$ cat src/rtl/edf_pkg.sv
`timescale 1ns / 1ps
`default_nettype none
// ----------------------------------------------------------------------------
// edf_pkg: shared types for the EDF tick scheduler
// Sequencer states, request kinds and the per-cell control word.
// ----------------------------------------------------------------------------
package edf_pkg;

    typedef enum logic [1:0] {
        ST_IDLE,
        ST_SCAN,
        ST_APPLY
    } edf_state_t;

    // Request kinds carried in s_tuser
    localparam logic REQ_LOAD = 1'b0;
    localparam logic REQ_TICK = 1'b1;

    // Control word from the sequencer to each cell
    typedef struct packed {
        logic load;    // write new task entry into this cell
        logic apply;   // tick update of this cell
        logic picked;  // this cell won the selection
        logic in_use;  // slot index below tasks_in_use
    } edf_cell_ctrl_t;

endpackage : edf_pkg
`default_nettype wire

$ cat src/rtl/edf_cell.sv
`timescale 1ns / 1ps
`default_nettype none
// ----------------------------------------------------------------------------
// edf_cell: one task slot of the scheduler chain
// Holds the slot's job, period, work and countdown; compares itself with the
// candidate from its left neighbour and registers the winner to the right.
// ----------------------------------------------------------------------------
module edf_cell
    import edf_pkg::*;
#(
    parameter int TIME_BITS = 16,
    parameter int IDX_W     = 3,
    parameter int CELL_IDX  = 0
) (
    input  wire logic                          aclk,
    input  wire logic                          aresetn,
    input  wire edf_cell_ctrl_t                ctrl,
    input  wire logic [TIME_BITS-1:0]          load_job,
    input  wire logic [TIME_BITS-1:0]          load_period,
    input  wire logic                          cand_found_in,
    input  wire logic signed [TIME_BITS+1:0]   cand_best_in,
    input  wire logic [IDX_W-1:0]              cand_pick_in,
    output logic                               cand_found_out,
    output logic signed [TIME_BITS+1:0]        cand_best_out,
    output logic [IDX_W-1:0]                   cand_pick_out
);

    localparam int CD_W = TIME_BITS + 2;
    localparam logic signed [CD_W-1:0] CD_MIN = {1'b1, {(CD_W-1){1'b0}}};
    localparam logic [IDX_W-1:0] MY_IDX = IDX_W'(CELL_IDX);

    logic [TIME_BITS-1:0]     job_reg, period_reg;
    logic [TIME_BITS-1:0]     work_reg, work_next;
    logic signed [CD_W-1:0]   cd_reg, cd_next;
    logic                     rel_reg, rel_next;

    logic [TIME_BITS-1:0]     wl1;
    logic signed [CD_W-1:0]   d_ext, load_d_ext, cd1, cd2;
    logic                     finish, rel2, take;

    logic                     found_reg;
    logic signed [CD_W-1:0]   best_reg;
    logic [IDX_W-1:0]         pick_reg;

    assign d_ext      = signed'({2'b00, period_reg});
    assign load_d_ext = signed'({2'b00, load_period});

    // Tick update
    always_comb begin
        wl1       = ctrl.picked ? (work_reg - TIME_BITS'(1)) : work_reg;
        cd1       = (cd_reg > CD_MIN) ? (cd_reg - CD_W'(1)) : cd_reg;
        finish    = (wl1 == '0) && rel_reg;
        cd2       = finish ? (cd1 + d_ext) : cd1;
        rel2      = finish ? 1'b0 : rel_reg;
        work_next = wl1;
        cd_next   = cd2;
        rel_next  = rel2;
        if (!rel2 && (cd2 <= d_ext)) begin
            work_next = job_reg;
            rel_next  = 1'b1;
        end
    end

    always_ff @(posedge aclk) begin
        if (!aresetn) begin
            work_reg <= '0;
            cd_reg   <= '0;
            rel_reg  <= 1'b0;
        end else if (ctrl.load) begin
            work_reg <= load_job;
            cd_reg   <= load_d_ext;
            rel_reg  <= 1'b1;
        end else if (ctrl.apply && ctrl.in_use) begin
            work_reg <= work_next;
            cd_reg   <= cd_next;
            rel_reg  <= rel_next;
        end
    end

    always_ff @(posedge aclk) begin
        if (ctrl.load) begin
            job_reg    <= load_job;
            period_reg <= load_period;
        end
    end

    // Selection: ties go to the higher index, so <= lets this cell win
    assign take = ctrl.in_use && (work_reg != '0) &&
                  (!cand_found_in || (cd_reg <= cand_best_in));

    always_ff @(posedge aclk) begin
        if (!aresetn) begin
            found_reg <= 1'b0;
        end else begin
            found_reg <= take | cand_found_in;
        end
    end

    always_ff @(posedge aclk) begin
        best_reg <= take ? cd_reg : cand_best_in;
        pick_reg <= take ? MY_IDX : cand_pick_in;
    end

    assign cand_found_out = found_reg;
    assign cand_best_out  = best_reg;
    assign cand_pick_out  = pick_reg;

endmodule : edf_cell
`default_nettype wire

$ cat src/rtl/edf_tick_scheduler_top.sv
`timescale 1ns / 1ps
`default_nettype none
// ----------------------------------------------------------------------------
// edf_tick_scheduler_top: earliest-deadline-first periodic task scheduler
// Row of task cells with a registered candidate chain and a tick sequencer.
// ----------------------------------------------------------------------------
//  channel | dir | handshake          | payload
//  --------+-----+--------------------+--------------------------------------
//  s_      | in  | s_tvalid/s_tready  | tuser: req_type; tdata: slot, work,
//          |     |                    |   relative deadline
//  m_      | out | m_tvalid/m_tready  | tuser: idle; tdata: running slot
//  cfg_    | in  | cfg_we             | cfg_wdata: tasks_in_use
//
//  Load word: written into its slot on accept, no result word.
//  Tick word: the candidate ripples one cell per cycle through the chain,
//    then the cells take their tick update; one result word.
//  Update cycle waits while a previous result word is still unread.
//  Synchronous active-low reset clears work, countdowns and release flags;
//    job and period entries are undefined until loaded.
// ----------------------------------------------------------------------------
module edf_tick_scheduler_top
    import edf_pkg::*;
#(
    parameter int MAX_TASKS = 8,
    parameter int TIME_BITS = 16
) (
    input  wire logic        aclk,
    input  wire logic        aresetn,
    input  wire logic        s_tvalid,
    output logic             s_tready,
    input  wire logic [39:0] s_tdata,   // task_slot[2:0], work_amount[18:3],
                                        // relative_deadline[34:19], zero pad
    input  wire logic [0:0]  s_tuser,   // req_type
    output logic             m_tvalid,
    input  wire logic        m_tready,
    output logic [7:0]       m_tdata,   // running_slot[2:0], zero pad
    output logic [0:0]       m_tuser,   // idle
    input  wire logic        cfg_we,
    input  wire logic [3:0]  cfg_wdata  // tasks_in_use
);

    localparam int CD_W  = TIME_BITS + 2;
    localparam int IDX_W = (MAX_TASKS > 1) ? $clog2(MAX_TASKS) : 1;
    localparam int CNT_W = $clog2(MAX_TASKS + 1);
    localparam logic [CNT_W-1:0] SCAN_LAST = CNT_W'(MAX_TASKS - 1);

    // Configuration
    logic [3:0] tasks_in_use_reg;

    always_ff @(posedge aclk) begin
        if (!aresetn) begin
            tasks_in_use_reg <= 4'd1;
        end else if (cfg_we) begin
            tasks_in_use_reg <= cfg_wdata;
        end
    end

    // Input word fields
    logic                 s_accept, load_fire, tick_fire;
    logic [2:0]           in_slot;
    logic [TIME_BITS-1:0] in_job, in_period;

    assign in_slot   = s_tdata[2:0];
    assign in_job    = TIME_BITS'(s_tdata[18:3]);
    assign in_period = TIME_BITS'(s_tdata[34:19]);
    assign s_accept  = s_tvalid && s_tready;
    assign load_fire = s_accept && (s_tuser[0] == REQ_LOAD);
    assign tick_fire = s_accept && (s_tuser[0] == REQ_TICK);

    // Sequencer
    edf_state_t       state_reg, state_next;
    logic [CNT_W-1:0] cnt_reg, cnt_next;
    logic             out_free, apply_fire;
    logic             m_tvalid_reg;
    logic [2:0]       slot_reg;
    logic             idle_reg;

    assign out_free = !m_tvalid_reg || m_tready;

    always_ff @(posedge aclk) begin
        if (!aresetn) begin
            state_reg <= ST_IDLE;
            cnt_reg   <= '0;
        end else begin
            state_reg <= state_next;
            cnt_reg   <= cnt_next;
        end
    end

    always_comb begin
        state_next = state_reg;
        cnt_next   = cnt_reg;
        s_tready   = 1'b0;
        apply_fire = 1'b0;
        unique case (state_reg)
            ST_IDLE: begin
                s_tready = 1'b1;
                cnt_next = '0;
                if (tick_fire) begin
                    state_next = ST_SCAN;
                end
            end
            ST_SCAN: begin
                // count until the candidate chain has settled after the tick
                cnt_next = cnt_reg + CNT_W'(1);
                if (cnt_reg == SCAN_LAST) begin
                    state_next = ST_APPLY;
                end
            end
            ST_APPLY: begin
                if (out_free) begin
                    apply_fire = 1'b1;
                    state_next = ST_IDLE;
                end
            end
            default: begin
                state_next = ST_IDLE;
            end
        endcase
    end

    // Candidate chain: stage 0 is an empty candidate
    logic                 cand_found [0:MAX_TASKS];
    logic signed [CD_W-1:0] cand_best [0:MAX_TASKS];
    logic [IDX_W-1:0]     cand_pick  [0:MAX_TASKS];

    assign cand_found[0] = 1'b0;
    assign cand_best[0]  = '0;
    assign cand_pick[0]  = '0;

    logic             win_found;
    logic [IDX_W-1:0] win_pick;

    assign win_found = cand_found[MAX_TASKS];
    assign win_pick  = cand_pick[MAX_TASKS];

    for (genvar i = 0; i < MAX_TASKS; i++) begin : g_cell
        edf_cell_ctrl_t ctrl;

        assign ctrl.load   = load_fire && (32'(in_slot) == 32'(i));
        assign ctrl.apply  = apply_fire;
        assign ctrl.picked = apply_fire && win_found && (win_pick == IDX_W'(i));
        assign ctrl.in_use = (32'(tasks_in_use_reg) > 32'(i));

        edf_cell #(
            .TIME_BITS (TIME_BITS),
            .IDX_W     (IDX_W),
            .CELL_IDX  (i)
        ) u_cell (
            .aclk           (aclk),
            .aresetn        (aresetn),
            .ctrl           (ctrl),
            .load_job       (in_job),
            .load_period    (in_period),
            .cand_found_in  (cand_found[i]),
            .cand_best_in   (cand_best[i]),
            .cand_pick_in   (cand_pick[i]),
            .cand_found_out (cand_found[i+1]),
            .cand_best_out  (cand_best[i+1]),
            .cand_pick_out  (cand_pick[i+1])
        );
    end

    // Output register
    logic [IDX_W+2:0] pick_ext;

    assign pick_ext = {3'b000, win_pick};

    always_ff @(posedge aclk) begin
        if (!aresetn) begin
            m_tvalid_reg <= 1'b0;
        end else if (apply_fire) begin
            m_tvalid_reg <= 1'b1;
        end else if (m_tready) begin
            m_tvalid_reg <= 1'b0;
        end
    end

    always_ff @(posedge aclk) begin
        if (apply_fire) begin
            slot_reg <= win_found ? pick_ext[2:0] : 3'd0;
            idle_reg <= !win_found;
        end
    end

    assign m_tvalid   = m_tvalid_reg;
    assign m_tdata    = {5'b00000, slot_reg};
    assign m_tuser[0] = idle_reg;

    // Checks
    a_tick_starts_scan: assert property (@(posedge aclk) disable iff (!aresetn)
        tick_fire |=> (state_reg == ST_SCAN))
        else $error("tick word did not start a scan");

    a_apply_emits: assert property (@(posedge aclk) disable iff (!aresetn)
        apply_fire |=> (m_tvalid_reg && (state_reg == ST_IDLE)))
        else $error("update cycle did not leave a result word");

    a_scan_bound: assert property (@(posedge aclk) disable iff (!aresetn)
        (state_reg == ST_SCAN) |-> (cnt_reg <= SCAN_LAST))
        else $error("scan counter ran past the chain length");

    a_idle_slot_zero: assert property (@(posedge aclk) disable iff (!aresetn)
        (m_tvalid_reg && idle_reg) |-> (slot_reg == 3'd0))
        else $error("idle result carries a non-zero slot");

endmodule : edf_tick_scheduler_top
`default_nettype wire
$ cat config.mk
export PLATFORM = sky130hd
export DESIGN_NAME = edf_tick_scheduler_top
export DESIGN_NICKNAME = d
export VERILOG_FILES = /design/src/rtl/edf_pkg.sv /design/src/rtl/edf_cell.sv /design/src/rtl/edf_tick_scheduler_top.sv
export SDC_FILE = /design/constraint.sdc
export NUM_CORES = 2
export LEC_CHECK = 0
export ABC_CLOCK_PERIOD_IN_PS = 14000
export BUFFER_PORTS_ARGS = -buffer_cell sky130_fd_sc_hd__buf_2
export CORE_MARGIN = 5
export CORE_UTILIZATION = 60
export CTS_CLUSTER_SIZE = 24
export DETAILED_ROUTE_END_ITERATION = 10
export PLACE_DENSITY = 0.78
export SYNTH_ARGS = -nofsm -noshare
export SYNTH_HDL_FRONTEND = slang
export SYNTH_SLANG_ARGS = --single-unit
$ cat constraint.sdc
create_clock -name aclk -period 14 [get_ports aclk]
set_input_delay 2.8 -clock aclk [delete_from_list [all_inputs] [get_ports aclk]]
set_output_delay 2.8 -clock aclk [all_outputs]
set_load 0.02 [all_outputs]
=== Word-level counts from Yosys, hierarchy flattened ===
Index checks and enable logic that the tools add are counted.

* Register bits after elaboration: 702
* Output and inout bits: 11
* Word-level logic and storage cells: 395

* $add $sub $neg: 25
* $lt $le $gt $ge: 31
* Equality and inequality tests: 20
* Mux-type cells: 112
* Bitwise logic cells: 9
* Reduce and logical (&&, ||, !) cells: 122

{| class="wikitable"
|+ Operators with widths
! cell !! number
|-
| two-way mux 16 bit || 48
|-
| two-way mux 18 bit || 22
|-
| adder 18 x 17 -> 18 bit || 8
|-
| greater-than comparator 18 bit, second input constant || 8
|-
| <= comparator 18 x 17 -> 1 bit || 8
|-
| subtractor 18 x 2 -> 18 bit, second input constant || 8
|-
| zero test 16 bit || 8
|-
| nonzero test 16 bit || 8
|-
| subtractor 16 x 1 -> 16 bit, second input constant || 8
|-
| <= comparator 18 bit || 7
|-
| logical AND 1 bit || 59
|-
| two-way mux 1 bit || 37
|-
| == test 3 bit, second input constant || 8
|-
| nonzero test 2 bit || 10
|-
| zero test 1 bit || 17
|-
| greater-than comparator 4 x 3 -> 1 bit, second input constant || 4
|-
| OR reduction 2 bit || 8
|-
| == test 3 x 2 -> 1 bit, second input constant || 4
|-
| greater-than comparator 4 x 1 -> 1 bit, second input constant || 2
|-
| greater-than comparator 4 x 2 -> 1 bit, second input constant || 2
|-
| logical OR 1 bit || 8
|-
| case mux 4 bit (2 select lines) || 1
|-
| bitwise OR 1 bit || 7
|-
| == test 3 x 1 -> 1 bit, second input constant || 2
|-
| other kinds (11) || 17
|}

=== Depth between registers and ports, before layout ===
* Depth after elaboration: 15
* Mapped depth: 31
* Mapped depth without buffers: 30

=== Cells and area by module ===
From an unflattened synthesis, not the netlist that was laid out.

* Cells, all modules: 6051
* Area total of the unflattened synthesis: 52126.2 µm²

{| class="wikitable"
|+ Modules (own cells, without submodules)
! module !! times used !! cells an instance !! area an instance (µm²)
|-
| edf_cell at g_cell[0].u_cell ... || 4 || 729 || 6331.1
|-
| edf_cell at g_cell[6].u_cell ... || 2 || 829 || 6855.3
|-
| edf_cell at g_cell[5].u_cell || 1 || 700 || 6200.9
|-
| edf_cell at g_cell[1].u_cell || 1 || 675 || 6022.0
|-
| edf_tick_scheduler_top || 1 || 102 || 868.3
|}

=== Worst setup path after synthesis ===
OpenSTA, ideal clock, no wires.

* Kind: input port to flip-flop
* Start point: in m_tready
* End point: reg g_cell[3].u_cell.work_reg[10]
* Setup time: 132 ps
* Arrival time: 7848 ps
* Required time: 13868 ps
* Slack: 6020 ps
* Cell stages on the path: 22
* Cell sequence: nor2b_1 clkbuf_1 clkbuf_1 or4_1 buf_2 nor4_1 xor2_1 a211oi_1 nand3_1 nor2_2 mux2_1 ha_1 a211o_1 o211ai_1 a21oi_1 nor4_1 o21bai_1 a21oi_1 clkbuf_1 o21ai_0 a221oi_1 a21oi_1

* Cells in the longest elaborated chain, start to end: 14
* Elaborated cells between the ends (all ways): 18

{| class="wikitable"
|+ RTL lines
! item !! line !! RTL
|-
| start, declared || edf_tick_scheduler_top.sv:35 || <nowiki>input wire logic m_tready,</nowiki>
|-
| logical OR 1 bit (*) || edf_tick_scheduler_top.sv:78 || <nowiki>assign out_free = !m_tvalid_reg || m_tready;</nowiki>
|-
| two-way mux 1 bit (*) || edf_tick_scheduler_top.sv:111 || <nowiki>if (out_free) begin</nowiki>
|-
| two-way mux 1 bit (*) || edf_tick_scheduler_top.sv:95 || <nowiki>unique case (state_reg)</nowiki>
|-
| logical AND 1 bit (2 in series) || edf_tick_scheduler_top.sv:142 || <nowiki>assign ctrl.picked = apply_fire && win_found && (win_pick == IDX_W'(i));</nowiki>
|-
| two-way mux 16 bit || edf_cell.sv:50 || <nowiki>wl1 = ctrl.picked ? (work_reg - TIME_BITS'(1)) : work_reg;</nowiki>
|-
| zero test 16 bit || edf_cell.sv:52 || <nowiki>finish = (wl1 == '0) && rel_reg;</nowiki>
|-
| logical AND 1 bit || edf_cell.sv:52 ||
|-
| two-way mux 18 bit / two-way mux 1 bit (equally long branches) || edf_cell.sv:53, edf_cell.sv:54 ||
|-
| <= comparator 18 x 17 -> 1 bit / zero test 1 bit (equally long branches) || edf_cell.sv:58 || <nowiki>if (!rel2 && (cd2 <= d_ext)) begin</nowiki>
|-
| logical AND 1 bit || edf_cell.sv:58 ||
|-
| two-way mux 16 bit || edf_cell.sv:58 ||
|-
| two-way mux 16 bit || edf_cell.sv:73 || <nowiki>end else if (ctrl.apply && ctrl.in_use) begin</nowiki>
|-
| two-way mux 16 bit || edf_cell.sv:69 || <nowiki>end else if (ctrl.load) begin</nowiki>
|-
| end signal, assigned || edf_cell.sv:70 || <nowiki>work_reg <= load_job;</nowiki>
|-
| end signal, assigned || edf_cell.sv:74 || <nowiki>work_reg <= work_next;</nowiki>
|-
| end, declared || edf_cell.sv:33 || <nowiki>logic [TIME_BITS-1:0] work_reg, work_next;</nowiki>
|}

Mark *: on every way between the ends. The rest lies on a longest branch, timed or not. The select of a mux whose other input is x is not followed.
A chain may end at the register's enable or synchronous reset.

=== Worst setup path after layout ===
* Start point: in m_tready
* End point: reg g_cell[4].u_cell.work_reg[6]

* Cells in the longest elaborated chain, start to end: 14
* Elaborated cells between the ends (all ways): 18

{| class="wikitable"
|+ RTL lines
! item !! line
|-
| logical OR 1 bit (*) || edf_tick_scheduler_top.sv:78
|-
| two-way mux 1 bit (*) || edf_tick_scheduler_top.sv:111
|-
| two-way mux 1 bit (*) || edf_tick_scheduler_top.sv:95
|-
| logical AND 1 bit (2 in series) || edf_tick_scheduler_top.sv:142
|-
| two-way mux 16 bit || edf_cell.sv:50
|-
| zero test 16 bit || edf_cell.sv:52
|-
| logical AND 1 bit || edf_cell.sv:52
|-
| two-way mux 18 bit / two-way mux 1 bit (equally long branches) || edf_cell.sv:53, edf_cell.sv:54
|-
| <= comparator 18 x 17 -> 1 bit / zero test 1 bit (equally long branches) || edf_cell.sv:58
|-
| logical AND 1 bit || edf_cell.sv:58
|-
| two-way mux 16 bit || edf_cell.sv:58
|-
| two-way mux 16 bit || edf_cell.sv:73
|-
| two-way mux 16 bit || edf_cell.sv:69
|-
| end signal, assigned || edf_cell.sv:70
|-
| end signal, assigned || edf_cell.sv:74
|-
| end, declared || edf_cell.sv:33
|}

Marked as above.

==> flow_summary.toml <==
[run_status]
status = "completed"

[power]
power_leakage_nw = 20.3
power.density_nw_per_um2 = 103
max-vdd-ir-drop_mv = 0.124
p_total_mw = 5.30

[clock_tree]
cts_setup_buffers = 0
cts_max_level = 3
cts.path.max_buffers = 3
cts_hold_buffers = 0
clk_pin_slew_ns = 0.06
clock_sinks = 702
clkLatencyLatePin_ns = 0.62
cts-root-buf = "clkbuf_16"
post_cts_resized = 0
cts_made_buffers = 80
cts_tree = "built"

[yosys]
synth_edf_count = 260
yosys-top-cells-area = "dfxtp_1 (19%), edfxtp_1 (16%), ha_1 (12%), a21oi_1 (4.6%), nand2_1 (3.6%)"
synth_top_family_by_area = "compound AO/OA/AOI/OAI gates"
synth_area_leader_cell = "dfxtp_1"
yosysSeqAreaShare = 0.350
synth_compound_area_frac = 0.199
synth.area.mux_share = 0.0511
ys_ff_latch = 702
ys.flop_type = "dfxtp_1"
synth-xor-area-share = 0.0555
synth.distinct_cells = 118
netlist.area_leader.share = 0.186
synth-simple-area-share = 0.173
syn_inst = 5409
synthArstFlopShare = 0
yosysMostFrequentCell = "nand2_1"
synthAdderAreaFrac = 0.118
synthesis.area_um2 = 47500
syn_avg_cell_area_um2 = 8.79
ys.warnings.count = 0
ys_top_cells_by_count = "nand2_1 (458), dfxtp_1 (442), a21oi_1 (439)"

[timing]
worstMarginPinSlew_ns = 1.25
slew_headroom = 0.144
min_period_ns = 8.90
finalHoldViolations = 0
setup_viol = 0
fin_skew_ns = 0.0188
final.setup.tns_ns = 0
slew_violations = 0
timing.fmax_ghz = 0.112
timing.final.crit_share = 0.636
rsz0062_at_grt = "no"

[setup_path]
crit_slowest_cell = "a21oi_2"
worst_setup_path_end_kind = "register"
critPathKind = "primary input to register"
max_stage_delay_ns = 1.02
rr_worst_depth = 23
worstPathCellList = "buf_2 -> nor2b_2 -> buf_4 -> or3_1 -> o41a_1 -> nor4_1 -> and4_1 -> and3_1 -> mux2_2 -> ha_1 -> a21oi_1 -> nand2_1 -> a21oi_1 -> a311oi_1 -> o31ai_1 -> o21ai_2 -> a21oi_2 -> mux2i_1 -> o22ai_1"
critPathLaunchType = "primary input"
cp_common_cell = "a21oi_1"
cpLargestDelayFamily = "compound AO/OA/AOI/OAI gates"
r2r-start = "g_cell[6].u_cell.cd_reg[8]"
worstPathArrival_ns = 9.36
path_buf_inv = 2
crit_start = "m_tready"
worstPathMaxFanout = 28
required_ns = 14.46
reg2reg_slack_ns = 5.97
reg2reg_to = "g_cell[6].u_cell.work_reg[11]"

[min_path]
min_to = "g_cell[5].u_cell.cand_pick_out[0]"
hold_class = "register to register"
hp-start = "g_cell[4].u_cell.cand_pick_out[0]"
hold_depth = 1

[grt]
grt_first_pass_wirelength_um = 219000
antenna_found_initial = 10
grt_max_degree = 149
grt_usage = 0.317
grt_pass1_vias = 40000
grt_overflow = 0

[final_layout]
drive_gt1_frac = 0.0804
largest_reg_flops = 144
fin_area_um2 = 51200
area_growth_pct = 7.72
nets = 5812
n_fill_cell = 6402

[job]
max_cap_violations = 0

[drt]
vias_per_cell = 6.48
num_vias = 41700
firstDrtPassIters = 6
wl_per_cell_um = 21.9
drc = 0
routed_wl_um = 141000
antenna_left = 0
drt_iter0_drc = 4034

[floorplan]
core_region_area_um2 = 78700
num_rows = 103
start_util = 0.604
dieHeight_um = 291
fp.dieArea_um2 = 84900
io_pins = 61
die_w_um = 291

[place]
dp_hpwl_um = 95500
place.gp.congestion = 0.967
io_buffer_count = 50
place_area_um2 = 48400
-- how the worst max path moves through the flow --
stage	to	slack, ns	cells after the start
final	g_cell[4].u_cell.work_reg[6]	5.10	19
after CTS	g_cell[4].u_cell.work_reg[6]	5.29	20
after floorplan	g_cell[3].u_cell.work_reg[10]	6.02	22
after detailed placement	g_cell[4].u_cell.work_reg[6]	4.68	20
after global routing	g_cell[4].u_cell.work_reg[6]	4.73	20
after global placement	g_cell[4].u_cell.work_reg[2]	4.81	19
-- layer usage --
metal / track usage / vias to the layer above / wire length [um]
li1: - / 19600 / -
met1: 0.410 / 19800 / 56500
met2: 0.517 / 1909 / 64000
met3: 0.0494 / 402 / 12600
met4: 0.166 / 0 / 8170
met5: 0 / - / 0
-- logic make-up after synthesis --
kind of cell,Yosys count
muxes,228
adders and majority gates,445
and+or+nand+nor,1646
DFF,702
AOI/OAI and AO/OA,1452
xor gates and xnor gates,301
other,1
buffers and inverters,634
-- power by group --
group	switching, mW	leakage [nW]	internal (mW)	total [mW]
Combinational	0.548	13.0	0.336	0.884
Clock	0.884	1.38	1.35	2.23
Sequential	0.0331	5.92	2.15	2.18
-- layout by cell type (no fill, tap or decap), types with 26 or more instances in the layout --
master / count
xnor2_1: 164
o21bai_1: 28
nand2_1: 458
a211oi_1: 54
nand4_1: 90
o22ai_1: 75
buf_4: 40
a21oi_1: 439
o31ai_1: 26
o21a_1: 52
edfxtp_1: 260
o21ai_0: 194
nor3_1: 132
o21ai_1: 26
a31oi_1: 32
and3_1: 29
o211ai_1: 41
clkbuf_16: 90
or2_2: 33
buf_2: 49
or3_1: 44
nand2b_1: 50
xor2_1: 137
a22oi_1: 167
nand3_1: 102
mux2i_1: 112
dfxtp_1: 442
ha_1: 437
nor4_1: 76
mux2_2: 110
or4_1: 39
and2_1: 43
nor2_1: 390
a21o_1: 107
inv_1: 359
nor2b_1: 34
-- through the flow --
stage                     hold WS, ns   util  setup slack (ns)  std cells
final                           0.405  0.650              5.10       6441
after global placement          0.390  0.614              4.81       6284
after floorplan                 0.386      -              6.02       5413
after CTS                       0.406  0.650              5.29       6432
after global routing            0.432  0.650              4.73       6433
after detailed placement        0.394  0.614              4.68       6284
-- layout make-up --
type | count | area, um2 | area share
inverter | 366 | 1380 | 0.0270
clock inverter | 25 | 299 | 0.00584
sequential | 702 | 16700 | 0.325
antenna | 8 | 20.0 | 0.000391
timing repair buffer | 90 | 551 | 0.0108
multi-input combinational | 4077 | 28500 | 0.556
tap | 1050 | 1310 | 0.0257
clock buffer | 123 | 2510 | 0.0490
Power figures use the tool's default switching activity.
